--- src/design/swmms_pkg.sv ---
// Shared constants and types for the sliding window min/max sum block.
package swmms_pkg;

	// Default build sizes
	localparam int MAX_WINDOW_DEF  = 64;
	localparam int SAMPLE_BITS_DEF = 16;

	// Fixed field widths
	localparam int SUM_BITS = 48;
	localparam int CFG_BITS = 7;

	// Window size after reset
	localparam logic [CFG_BITS-1:0] WINDOW_RESET = 7'd3;

	// Control that travels with an item down the pipeline
	typedef struct packed {
		logic valid;
		logic last;
		logic filled;
	} ctl_t;

endpackage

--- src/design/swmms_cell.sv ---
// One cell of the running min/max chain.
module swmms_cell #(
	parameter int SAMPLE_BITS = swmms_pkg::SAMPLE_BITS_DEF
) (
	input  logic                          clk,
	input  logic                          en,
	input  logic signed [SAMPLE_BITS-1:0] smp,
	input  logic signed [SAMPLE_BITS-1:0] prev_min,
	input  logic signed [SAMPLE_BITS-1:0] prev_max,
	output logic signed [SAMPLE_BITS-1:0] cur_min,
	output logic signed [SAMPLE_BITS-1:0] cur_max
);

	logic signed [SAMPLE_BITS-1:0] min_q;
	logic signed [SAMPLE_BITS-1:0] max_q;

	// Fold the new sample into the neighbor's extremes and take them over
	always_ff @(posedge clk) begin
		if (en) begin
			min_q <= (prev_min < smp) ? prev_min : smp;
			max_q <= (prev_max > smp) ? prev_max : smp;
		end
	end

	assign cur_min = min_q;
	assign cur_max = max_q;

endmodule

--- config.mk ---
export PLATFORM = sky130hd
export DESIGN_NAME = swmms_cell
export DESIGN_NICKNAME = d
export VERILOG_FILES = /design/src/design/swmms_pkg.sv /design/src/design/swmms_cell.sv
export SDC_FILE = /design/constraint.sdc
export NUM_CORES = 1
export LEC_CHECK = 0
export BUFFER_PORTS_ARGS = -buffer_cell sky130_fd_sc_hd__buf_2
export CORE_MARGIN = 2
export CORE_UTILIZATION = 50
export CTS_CLUSTER_DIAMETER = 200
export CTS_CLUSTER_SIZE = 20
export DETAILED_ROUTE_END_ITERATION = 6
export PLACE_DENSITY = 0.8
export SYNTH_ARGS = -nofsm -noshare
export SYNTH_HDL_FRONTEND = slang
export SYNTH_SLANG_ARGS = --single-unit
--- constraint.sdc ---
create_clock -name clk -period 4.95 [get_ports clk]
set_input_delay 0.99 -clock clk [delete_from_list [all_inputs] [get_ports clk]]
set_output_delay 0.99 -clock clk [all_outputs]
set_load 0.05 [all_outputs]
==> results by group <==
Logic synthesis
  – Summed instance area of the synthesized netlist: approximately 2400 sq um
  – Main combinational cell family by area after synthesis: compound AO/OA/AOI/OAI gates
  – Number of storage elements in the synthesis netlist: 32
  – Mapped Cells: 196
  – Number of distinct library cells after synthesis: 38
  – Number of warnings issued by yosys: 0
  – Adder-cell share of the synthesized area: between 10% and 20%
  – Part of the Yosys area used for sequential elements: between 40% and 50%
  – Post-synthesis simple-gate area fraction: 6.585%
  – Post-synthesis mux area share: around 15%
  – Number of nets produced by synthesis: 277
  – Xor-xnor portion of the synthesized cell area: 0%
  – Compound-gate portion of the synthesized area: between 10% and 20%
  – Average cell area after synthesis: roughly 12 sq um

Cells and area
  – Count of nets after finishing: between 300 and 400
  – Diodes inserted: 0
  – Multi-input gate area in the final layout: roughly 1300 sq um
  – Fillers: between 300 and 400
  – Leading cell type in the layout, fill and taps excluded: sky130_fd_sc_hd__buf_2
  – Commonest cells after routing, fill and taps aside: sky130_fd_sc_hd__buf_2 (81), sky130_fd_sc_hd__edfxtp_1 (32), sky130_fd_sc_hd__ha_1 (31)
  – Ratio of cells with drive above 1 in the final layout: 36.65%
  – Sequential Area: around 960 sq um
  – Syn-to-layout area delta: 22.30%

Clock tree
  – Hold bufs inserted after CTS: 0
  – Bufs on Longest Clock Path: 2
  – Number of clock buffers inserted by TritonCTS: 5
  – Post-CTS setup buffer count: 0
  – Number of sinks on the clock net: 32
  – Post-cts resize count: 0
  – CTS H-tree depth: 2
  – Root buffer cell: sky130_fd_sc_hd__clkbuf_8
  – CTS tree: yes
  – Clock edge transition at the registers on the reported setup and hold paths: approximately 0.060 ns

STA
  – Setup tns final: 0 ns
  – Min Tclk post-route: 3.421 ns
  – Number of failing hold endpoints at the final stage: 0
  – Slew @ Worst Pin: about 1 ns
  – Final setup violation count: 0
  – Setup repair after global routing missed its margin: false
  – Count of pins over their slew limit: 0
  – Least setup slack across all paths after layout: 1.529 ns
  – Max-slew headroom at the worst pin: 33.44%
  – Peak clock frequency supported by timing: around 0.3 GHz
  – Part of the cycle the worst path needs: between 60% and 70%

Detailed routing
  – Total wire length: 5266 microns
  – Drc violations: 0
  – Drt first pass iters: 4
  – Total number of vias: between 1500 and 2000
  – Routed length per instance: 15.81 microns
  – Via density per instance: around 5.6
  – Iteration-0 DRC Markers: 100
  – Antenna-violating nets left: 0

Die
  – Chip Height: ~73 microns
  – Die outline width: 72.65 microns
  – Initial Util: a little over half
  – Total I/O pin count: between 80 and 90
  – Placeable core region: between 4000 and 5000 sq um
  – Standard-cell row count: 24
  – Total Die Area: 5277 sq um

Setup path
  – Critical path endpoint category: register
  – CP Class: input pin to register
  – Critical-path cell list: buf_2 > inv_1 > ha_1 > buf_4 > nand4_1 > nor2_1 > a221oi_4 > a31oi_2 > a21oi_2 > mux2_1
  – Maximum net fanout on the critical path: 15
  – Launching element type of the critical path: input pin
  – Crit path DAT: 3.45 ns
  – CP max stage delay: 0.66 ns
  – Standard cell with the maximum stage delay on the critical path: sky130_fd_sc_hd__a31oi_2
  – Critical path required time: ~5.0 ns

Pwr
  – Power Dens Cells: 304.7 nW/um^2
  – Peak supply drop: about 0.00015 V
  – Static Leak: approximately 1.3 nW

Place
  – Post-DP HPWL: 3998 microns
  – Number of input and output port buffers inserted: 81
  – Setup WS pre-CTS: about 1.3 ns
  – Final Wtd Congestion: 0.8818

GRT
  – Total congestion overflow: 0
  – Maximum number of pins on one net before global-route repair: 33
  – First-pass GRT wire length: roughly 8500 microns
  – Number of antenna violations at the first check in global routing: 0
  – Number of global-route vias before repair: approximately 1900
  – Aggregate global-route resource usage: a little over a fifth

Run status
  – Status: finished, final reports clean

Hold path
  – Worst hold path class: input pin to register

Job
  – Max capacitance violation total: 0
critical path, delay by kind of cell:
kind / cells / cell delay [ns]
AND/OR/NAND/NOR: 2 / 0.51
adder cells (fa/ha/maj): 1 / 0.27
AO/OA/AOI/OAI: 3 / 0.92
buffers and inverters: 3 / 0.40
multiplexers: 1 / 0.36
per-layer routing:
layer,routed length [microns],vias to the layer above,global-route usage (%),part of all wire (%)
li1,-,928,-,-
met1,2334,879,27.26,44
met3,279,7,4.558,5.3
met2,2581,65,34.44,49
met4,70,0,8.436,1.3
met5,0,-,0,0
worst paths after layout:
kind / start / endpoint / slack (ns) / depth (start not counted)
hold / removal: prev_min[12] / cur_min[12] / 1.01 / 2
setup / recovery: smp[15] / cur_max[4] / 1.53 / 10
power by group:
group	switching, W	total [W]	internal (W)
logic	0.000231	0.000333	0.000102
clock network	0.0000965	0.000194	0.0000978
registers	0.00000778	0.000350	0.000342
cells by family after synthesis:
kind of cell    count (synthesis)
compound gates                 44
fa+ha+maj                      31
buf+inv                        24
flops                          32
mux                            32
simple gates                   33
area by class of cell:
type	instances	area share [%]
repair buffers	82	14.33
inverters	19	2.475
flip-flops and latches	32	33.35
multi-input cells	140	44.81
clock buffers	7	2.649
clock inverters	1	0.1303
well taps	52	2.258
metrics by stage:
stage	power, W	cell area, sq um	utilization (%)	cells	hold slack [ns]
floorplan	0.0006030	2356	-	196	1.103
global placement	0.0006826	2801	63.03	325	1.294
CTS	0.0008827	2882	64.84	333	1.004
detailed placement	0.0006887	2801	63.03	325	1.299
finish	0.0008779	2882	64.84	333	1.007
global route	0.0009186	2882	64.84	333	1.016
synthesized netlist by cell type:
cell | instances | area share [%]
sky130_fd_sc_hd__o21ai_0 | 3 | 0.64
sky130_fd_sc_hd__a211oi_2 | 1 | 0.53
sky130_fd_sc_hd__o21bai_1 | 2 | 0.64
sky130_fd_sc_hd__o21a_1 | 1 | 0.32
sky130_fd_sc_hd__nor2b_1 | 2 | 0.53
sky130_fd_sc_hd__o211ai_2 | 1 | 0.53
sky130_fd_sc_hd__nor4_1 | 2 | 0.53
sky130_fd_sc_hd__a21boi_0 | 1 | 0.32
sky130_fd_sc_hd__and2_1 | 1 | 0.27
sky130_fd_sc_hd__a31oi_2 | 1 | 0.53
sky130_fd_sc_hd__a21o_1 | 1 | 0.32
sky130_fd_sc_hd__o21ba_2 | 1 | 0.42
sky130_fd_sc_hd__o221ai_2 | 8 | 5.1
sky130_fd_sc_hd__ha_1 | 31 | 16
sky130_fd_sc_hd__a21oi_1 | 10 | 2.1
sky130_fd_sc_hd__a211oi_1 | 1 | 0.32
sky130_fd_sc_hd__o21ai_1 | 3 | 0.64
sky130_fd_sc_hd__nor3_1 | 1 | 0.21
sky130_fd_sc_hd__buf_6 | 1 | 0.48
sky130_fd_sc_hd__mux2i_1 | 12 | 5.1
sky130_fd_sc_hd__o2bb2ai_1 | 1 | 0.37
sky130_fd_sc_hd__nand4_1 | 5 | 1.3
sky130_fd_sc_hd__buf_2 | 2 | 0.42
sky130_fd_sc_hd__a221oi_4 | 1 | 1.1
sky130_fd_sc_hd__a2111o_1 | 1 | 0.48
sky130_fd_sc_hd__o31ai_2 | 1 | 0.53
sky130_fd_sc_hd__inv_1 | 19 | 3.0
sky130_fd_sc_hd__edfxtp_1 | 32 | 41
sky130_fd_sc_hd__buf_4 | 1 | 0.32
sky130_fd_sc_hd__nand3_1 | 2 | 0.42
sky130_fd_sc_hd__mux2_1 | 20 | 9.6
sky130_fd_sc_hd__nand2b_1 | 1 | 0.27
sky130_fd_sc_hd__clkbuf_1 | 1 | 0.16
sky130_fd_sc_hd__nor2_1 | 3 | 0.48
sky130_fd_sc_hd__o211ai_1 | 1 | 0.32
sky130_fd_sc_hd__o221ai_1 | 3 | 1.1
sky130_fd_sc_hd__a21oi_2 | 2 | 0.74
sky130_fd_sc_hd__nand2_1 | 16 | 2.5
flip-flops by register name, indices dropped and copies added (netlist names):
signal / cells
cur_max: 16
cur_min: 16
(Power assumes the default switching activity.)
