## config.mk

```make
export PLATFORM = sky130hd
export DESIGN_NAME = swmms_acc
export DESIGN_NICKNAME = d
export VERILOG_FILES = /design/src/design/swmms_pkg.sv /design/src/design/swmms_acc.sv
export SDC_FILE = /design/constraint.sdc
export NUM_CORES = 1
export LEC_CHECK = 0
export BUFFER_PORTS_ARGS = -buffer_cell sky130_fd_sc_hd__buf_2
export CORE_ASPECT_RATIO = 0.5
export CORE_MARGIN = 1
export CORE_UTILIZATION = 45
export DETAILED_ROUTE_END_ITERATION = 16
export RECOVER_POWER = 100
export SYNTH_ARGS = -nofsm -noshare
export SYNTH_HDL_FRONTEND = slang
export SYNTH_SLANG_ARGS = --single-unit
```

## constraint.sdc

```tcl
create_clock -name clk -period 5 [get_ports clk]
set_input_delay 1.25 -clock clk [delete_from_list [all_inputs] [get_ports clk]]
set_output_delay 1.25 -clock clk [all_outputs]
set_load 0.03 [all_outputs]
```

## src/design/swmms_pkg.sv

```systemverilog
// Shared constants and types for the sliding window min/max sum block.
package swmms_pkg;

	// Default build sizes
	localparam int MAX_WINDOW_DEF  = 64;
	localparam int SAMPLE_BITS_DEF = 16;

	// Fixed field widths
	localparam int SUM_BITS = 48;
	localparam int CFG_BITS = 7;

	// Window size after reset
	localparam logic [CFG_BITS-1:0] WINDOW_RESET = 7'd3;

	// Control that travels with an item down the pipeline
	typedef struct packed {
		logic valid;
		logic last;
		logic filled;
	} ctl_t;

endpackage

```

## src/design/swmms_acc.sv

```systemverilog
// Saturating accumulator and result register.
module swmms_acc #(
	parameter int SAMPLE_BITS = swmms_pkg::SAMPLE_BITS_DEF
) (
	input  logic                                   clk,
	input  logic                                   arst_n,
	input  logic                                   adv,
	input  swmms_pkg::ctl_t                        ctl_s2,
	input  logic signed [SAMPLE_BITS-1:0]          min_s2,
	input  logic signed [SAMPLE_BITS-1:0]          max_s2,
	output logic                                   res_valid,
	output logic signed [swmms_pkg::SUM_BITS-1:0]  res_total,
	output logic                                   res_short,
	output logic                                   res_sat
);

	localparam int SW = swmms_pkg::SUM_BITS;

	logic signed [SW-1:0]          sum_q;
	logic                          clip_q;
	logic                          out_valid_q;
	logic signed [SW-1:0]          total_q;
	logic                          short_q;
	logic                          sat_q;
	logic signed [SAMPLE_BITS:0]   pair;
	logic signed [SW:0]            wide;
	logic signed [SW-1:0]          sum_nxt;
	logic                          clip_nxt;
	logic                          ovf;

	// Add window min plus max and clip at the sum range
	always_comb begin
		pair = $signed({min_s2[SAMPLE_BITS-1], min_s2})
			+ $signed({max_s2[SAMPLE_BITS-1], max_s2});
		wide = $signed({sum_q[SW-1], sum_q})
			+ $signed({{(SW - SAMPLE_BITS){pair[SAMPLE_BITS]}}, pair});
		ovf = wide[SW] != wide[SW-1];
		sum_nxt = sum_q;
		clip_nxt = clip_q;
		if (ctl_s2.filled) begin
			if (ovf) begin
				sum_nxt = wide[SW] ? {1'b1, {(SW-1){1'b0}}} : {1'b0, {(SW-1){1'b1}}};
				clip_nxt = 1'b1;
			end else begin
				sum_nxt = wide[SW-1:0];
			end
		end
	end

	// Hold the stream sum; drop it after the last sample
	always_ff @(posedge clk or negedge arst_n) begin
		if (!arst_n) begin
			sum_q <= '0;
			clip_q <= 1'b0;
		end else if (adv && ctl_s2.valid) begin
			if (ctl_s2.last) begin
				sum_q <= '0;
				clip_q <= 1'b0;
			end else begin
				sum_q <= sum_nxt;
				clip_q <= clip_nxt;
			end
		end
	end

	// Result transaction valid
	always_ff @(posedge clk or negedge arst_n) begin
		if (!arst_n) begin
			out_valid_q <= 1'b0;
		end else if (adv) begin
			out_valid_q <= ctl_s2.valid && ctl_s2.last;
		end
	end

	// Result payload
	always_ff @(posedge clk) begin
		if (adv && ctl_s2.valid && ctl_s2.last) begin
			if (ctl_s2.filled) begin
				total_q <= sum_nxt;
				short_q <= 1'b0;
				sat_q <= clip_nxt;
			end else begin
				total_q <= '0;
				short_q <= 1'b1;
				sat_q <= 1'b0;
			end
		end
	end

	assign res_valid = out_valid_q;
	assign res_total = total_q;
	assign res_short = short_q;
	assign res_sat = sat_q;

endmodule

```

==> impl_results.md <==
- Status: finished with violations
- Failing checks: max-capacitance violations, max-slew violations
- Worst setup SP type: primary input
- Switching Fraction: 49.3%
- Port bufs: 88
- Root Driver: clkbuf_16
- Power Dens Cells: 743 nW/um2
- DRC: 0
- Synth cell count leaders: a21oi_1 (106), nand2_1 (92), o21ai_0 (54)
- Delay-heaviest family, CP: compound AO/OA/AOI/OAI gates
- Grt total ovfl: 0
- Pwr Total: 6.77 mW
- Largest fanout on the critical path: 7
- Distinct cells, synth: 59
- Crit. End Element: flop
- Logic pwr share: 70.0%
- Chip Height: 94.5 um
- Worst r2r dst: res_total[9]
- Crit Path Class: primary input to flop
- Worst-path clk slew: 0.07 ns
- H-tree Lvls: 3
- CTS tree: built
- Skew-Pair Late Insertion Delay: 0.36 ns
- Synth Net Count: 925
- Clock power share: 10.1%
- Most numerous cell in the Yosys netlist: a21oi_1
- FMAX: 0.211 GHz
- Peak VDD IR: 0.534 mV
- Placed Instances: 1,140
- Pre-antenna DRT Iters: 5
- Seq/Total Area, Yosys: 35.8%
- Crit path max-delay cell type: fa_1
- Final ANT Viol Nets: 0
- Area taken by flip-flops and latches: 2750 um2
- Setup TNS: 0 ns
- # diodes: 0
- Async S/R FF share, synth: 50.0%
- DRT iter0 DRCs: 432
- Flops & latches, synth: 100
- Worst Skew: 0.0194 ns
- RSZ-0062 raised after global routing: false
- CP cell instances: buf_2, fa_1, ha_1, nand4_1, a211oi_1, a22o_1, a2bb2oi_1, a31o_2, a41o_1, xor2_1, clkbuf_1, maj3_1, nor2_1
- Final nets: 1,058
- Top cell type's share of synthesized area: 19.5%
- Main synth FF type: edfxtp_1
- Worst-margin pin slew: 3.07 ns
- Cells after synthesis: 791
- Synth Warn #: 0
- Setup crit end: res_total[9]
- CTS hold repair buffers: 0
- Average size of a mapped cell: 9.72 um2
- Global-route wire length before repair: 33.0 mm
- Initial antenna violation count: 0
- Crit-path max cell delay: 0.49 ns
- Crit. Startpoint: min_s2[10]
- Starting Density: 46.5%
- Total of max-cap violations: 2
- Hold Fails Final Rpt: 0
- Largest net degree at the start of global routing: 52
- Post-Layout Cell Count: 1,156
- P&R area growth vs syn: 18.3%
- Placer congestion estimate: 0.968
- Slew HR: -105%
- Sw Pwr: 3.34 mW
- I/O pins: 89
- Wire per inst: 17.6 um
- Total track usage: 23.8%
- Fillers: 1,478
- Cell Int Power: 3.43 mW
- Num CTS Buffers: 9
- Total die area: 17,700 um2
- Critical Path Stages: 13
- Top post-synthesis cells by area: edfxtp_1 (20%), dfrtp_1 (16%), fa_1 (13%)
- Fin crit share: 94.9%
- Drt total wl: 20.4 mm
- R2r worst-path depth: 12
- Core ar.: 16,600 um2
- Syn Std Cell Area: 7690 um2
- FP Rows: 33
- Die W: 187 um
- DP Wirelength: 15.6 mm
- CTS Buffer Depth: 2
- Vias in the first global route: 6,221
- Layout cell share with drive strength beyond 1: 14.5%
- Crit path DAT: 4.85 ns
- Post-synth EDFFs: 50
- Via-to-Cell Ratio: 5.59
- Leak Pwr: 3.91 nW
- Leading area contributor after synthesis: edfxtp_1
- Final setup fails: 0
- # clock sinks: 100
- Multi-input gate area: 4650 um2
- WHS: 0.506 ns
- Fin. max-slew vios: 103
- Hold WC Path Type: flop to flop
- Flop-to-flop setup slack: 0.88 ns
- Minimum clock period: 4.75 ns
- Vias post-DR: 6,466
- Worst r2r src: sum_q[7]
- Reg power frac: 19.9%
- CP required: 5.10 ns
- Buf/Inv on CP: 2
[flip-flops by register name (all words and copies together), names as in the netlist]
register   cells
res_valid      1
res_total     48
res_short      1
clip_q         1
sum_q         48
res_sat        1
[routing by layer]
layer  global-route usage [%]  vias up  share of wire (%)  routed length (um)
met5                        0        -                  0                   0
met4                     4.78        0               0.86                 175
met3                     3.60       18                4.6                 936
met2                     37.0      167                 44                8860
met1                     35.3     3151                 51               10400
li1                         -     3130                  -                   -
[worst min-delay path by stage]
stage,slack [ns],to,cells past startpoint,startpoint
floorplan,0.45,sum_q[47],2,sum_q[47]
global placement,0.47,sum_q[47],2,sum_q[47]
detailed placement,0.48,sum_q[47],2,sum_q[47]
CTS,0.50,sum_q[47],2,sum_q[47]
global route,0.53,sum_q[12],2,sum_q[12]
finish,0.51,sum_q[12],2,sum_q[12]
[layout make-up]
cell class,instances,share of cell area [%]
Tap cell,227,3.12
Inverter,30,1.24
Clock inverter,7,0.536
Timing Repair Buffer,165,11.3
Multi-Input combinational cell,618,51.1
Clock buffer,9,2.47
Sequential cell,100,30.2
[repair_timing]
action	CTS	global route
buffers inserted	0	0
setup endpoints to repair	0	8
gates resized for setup	0	1
[stage by stage]
step	util [%]	setup WS, ns	area [um2]
floorplan	-	0.325	7690
global placement	53.8	0.0231	8910
detailed placement	53.8	-0.0807	8910
CTS	55.5	0.286	9190
global route	55.0	0.0570	9100
finish	55.0	0.254	9100
[power groups by stage]
stage	logic [mW]	registers [mW]	clock network [mW]
floorplan	2.94	1.51	0
global placement	4.70	1.35	0
detailed placement	4.73	1.36	0
CTS	4.77	1.34	0.692
global route	5.21	1.37	0.729
finish	4.74	1.34	0.684
[worst reg2reg max path, delay by kind of cell, from the launching register on]
| family | cells | cell delay, ns |
|---|---|---|
| adder cells (fa/ha/maj) | 3 | 1.10 |
| AND/OR/NAND/NOR | 1 | 0.05 |
| XOR/XNOR | 1 | 0.29 |
| AO/OA/AOI/OAI | 6 | 1.74 |
| buffers and inverters | 1 | 0.27 |
| flip-flops | 1 | 0.41 |
[kinds of logic after synthesis]
logic type	count (synthesis)	synth area share, %
and+or+nand+nor	194	11.3
xor gates and xnor gates	49	5.97
DFF	100	35.8
AOI/OAI and AO/OA	275	22.1
buffers and inverters	73	3.98
adders and majority gates	100	20.9
[layout by cell type, fill, tap and decap left out, drive strengths merged, types with 3 or more instances in the layout]
master	Yosys	layout
nand2	92	92
nand2b	5	5
nor2b	5	5
nand4	17	17
o21ai	67	67
buf	24	105
xor2	22	22
a211oi	5	5
maj3	4	4
o22ai	3	3
o211ai	32	32
a31oi	9	9
clkinv	0	3
a21oi	106	106
ha	47	47
o41ai	3	3
a21o	13	13
o21bai	10	10
nand3	13	13
o31ai	3	3
a21boi	3	3
dfrtp	50	50
fa	49	49
xnor2	27	27
nor4	3	3
edfxtp	50	50
inv	30	33
nor3	7	7
nor2	40	40
clkbuf	19	69
(Power assumes the default switching activity.)
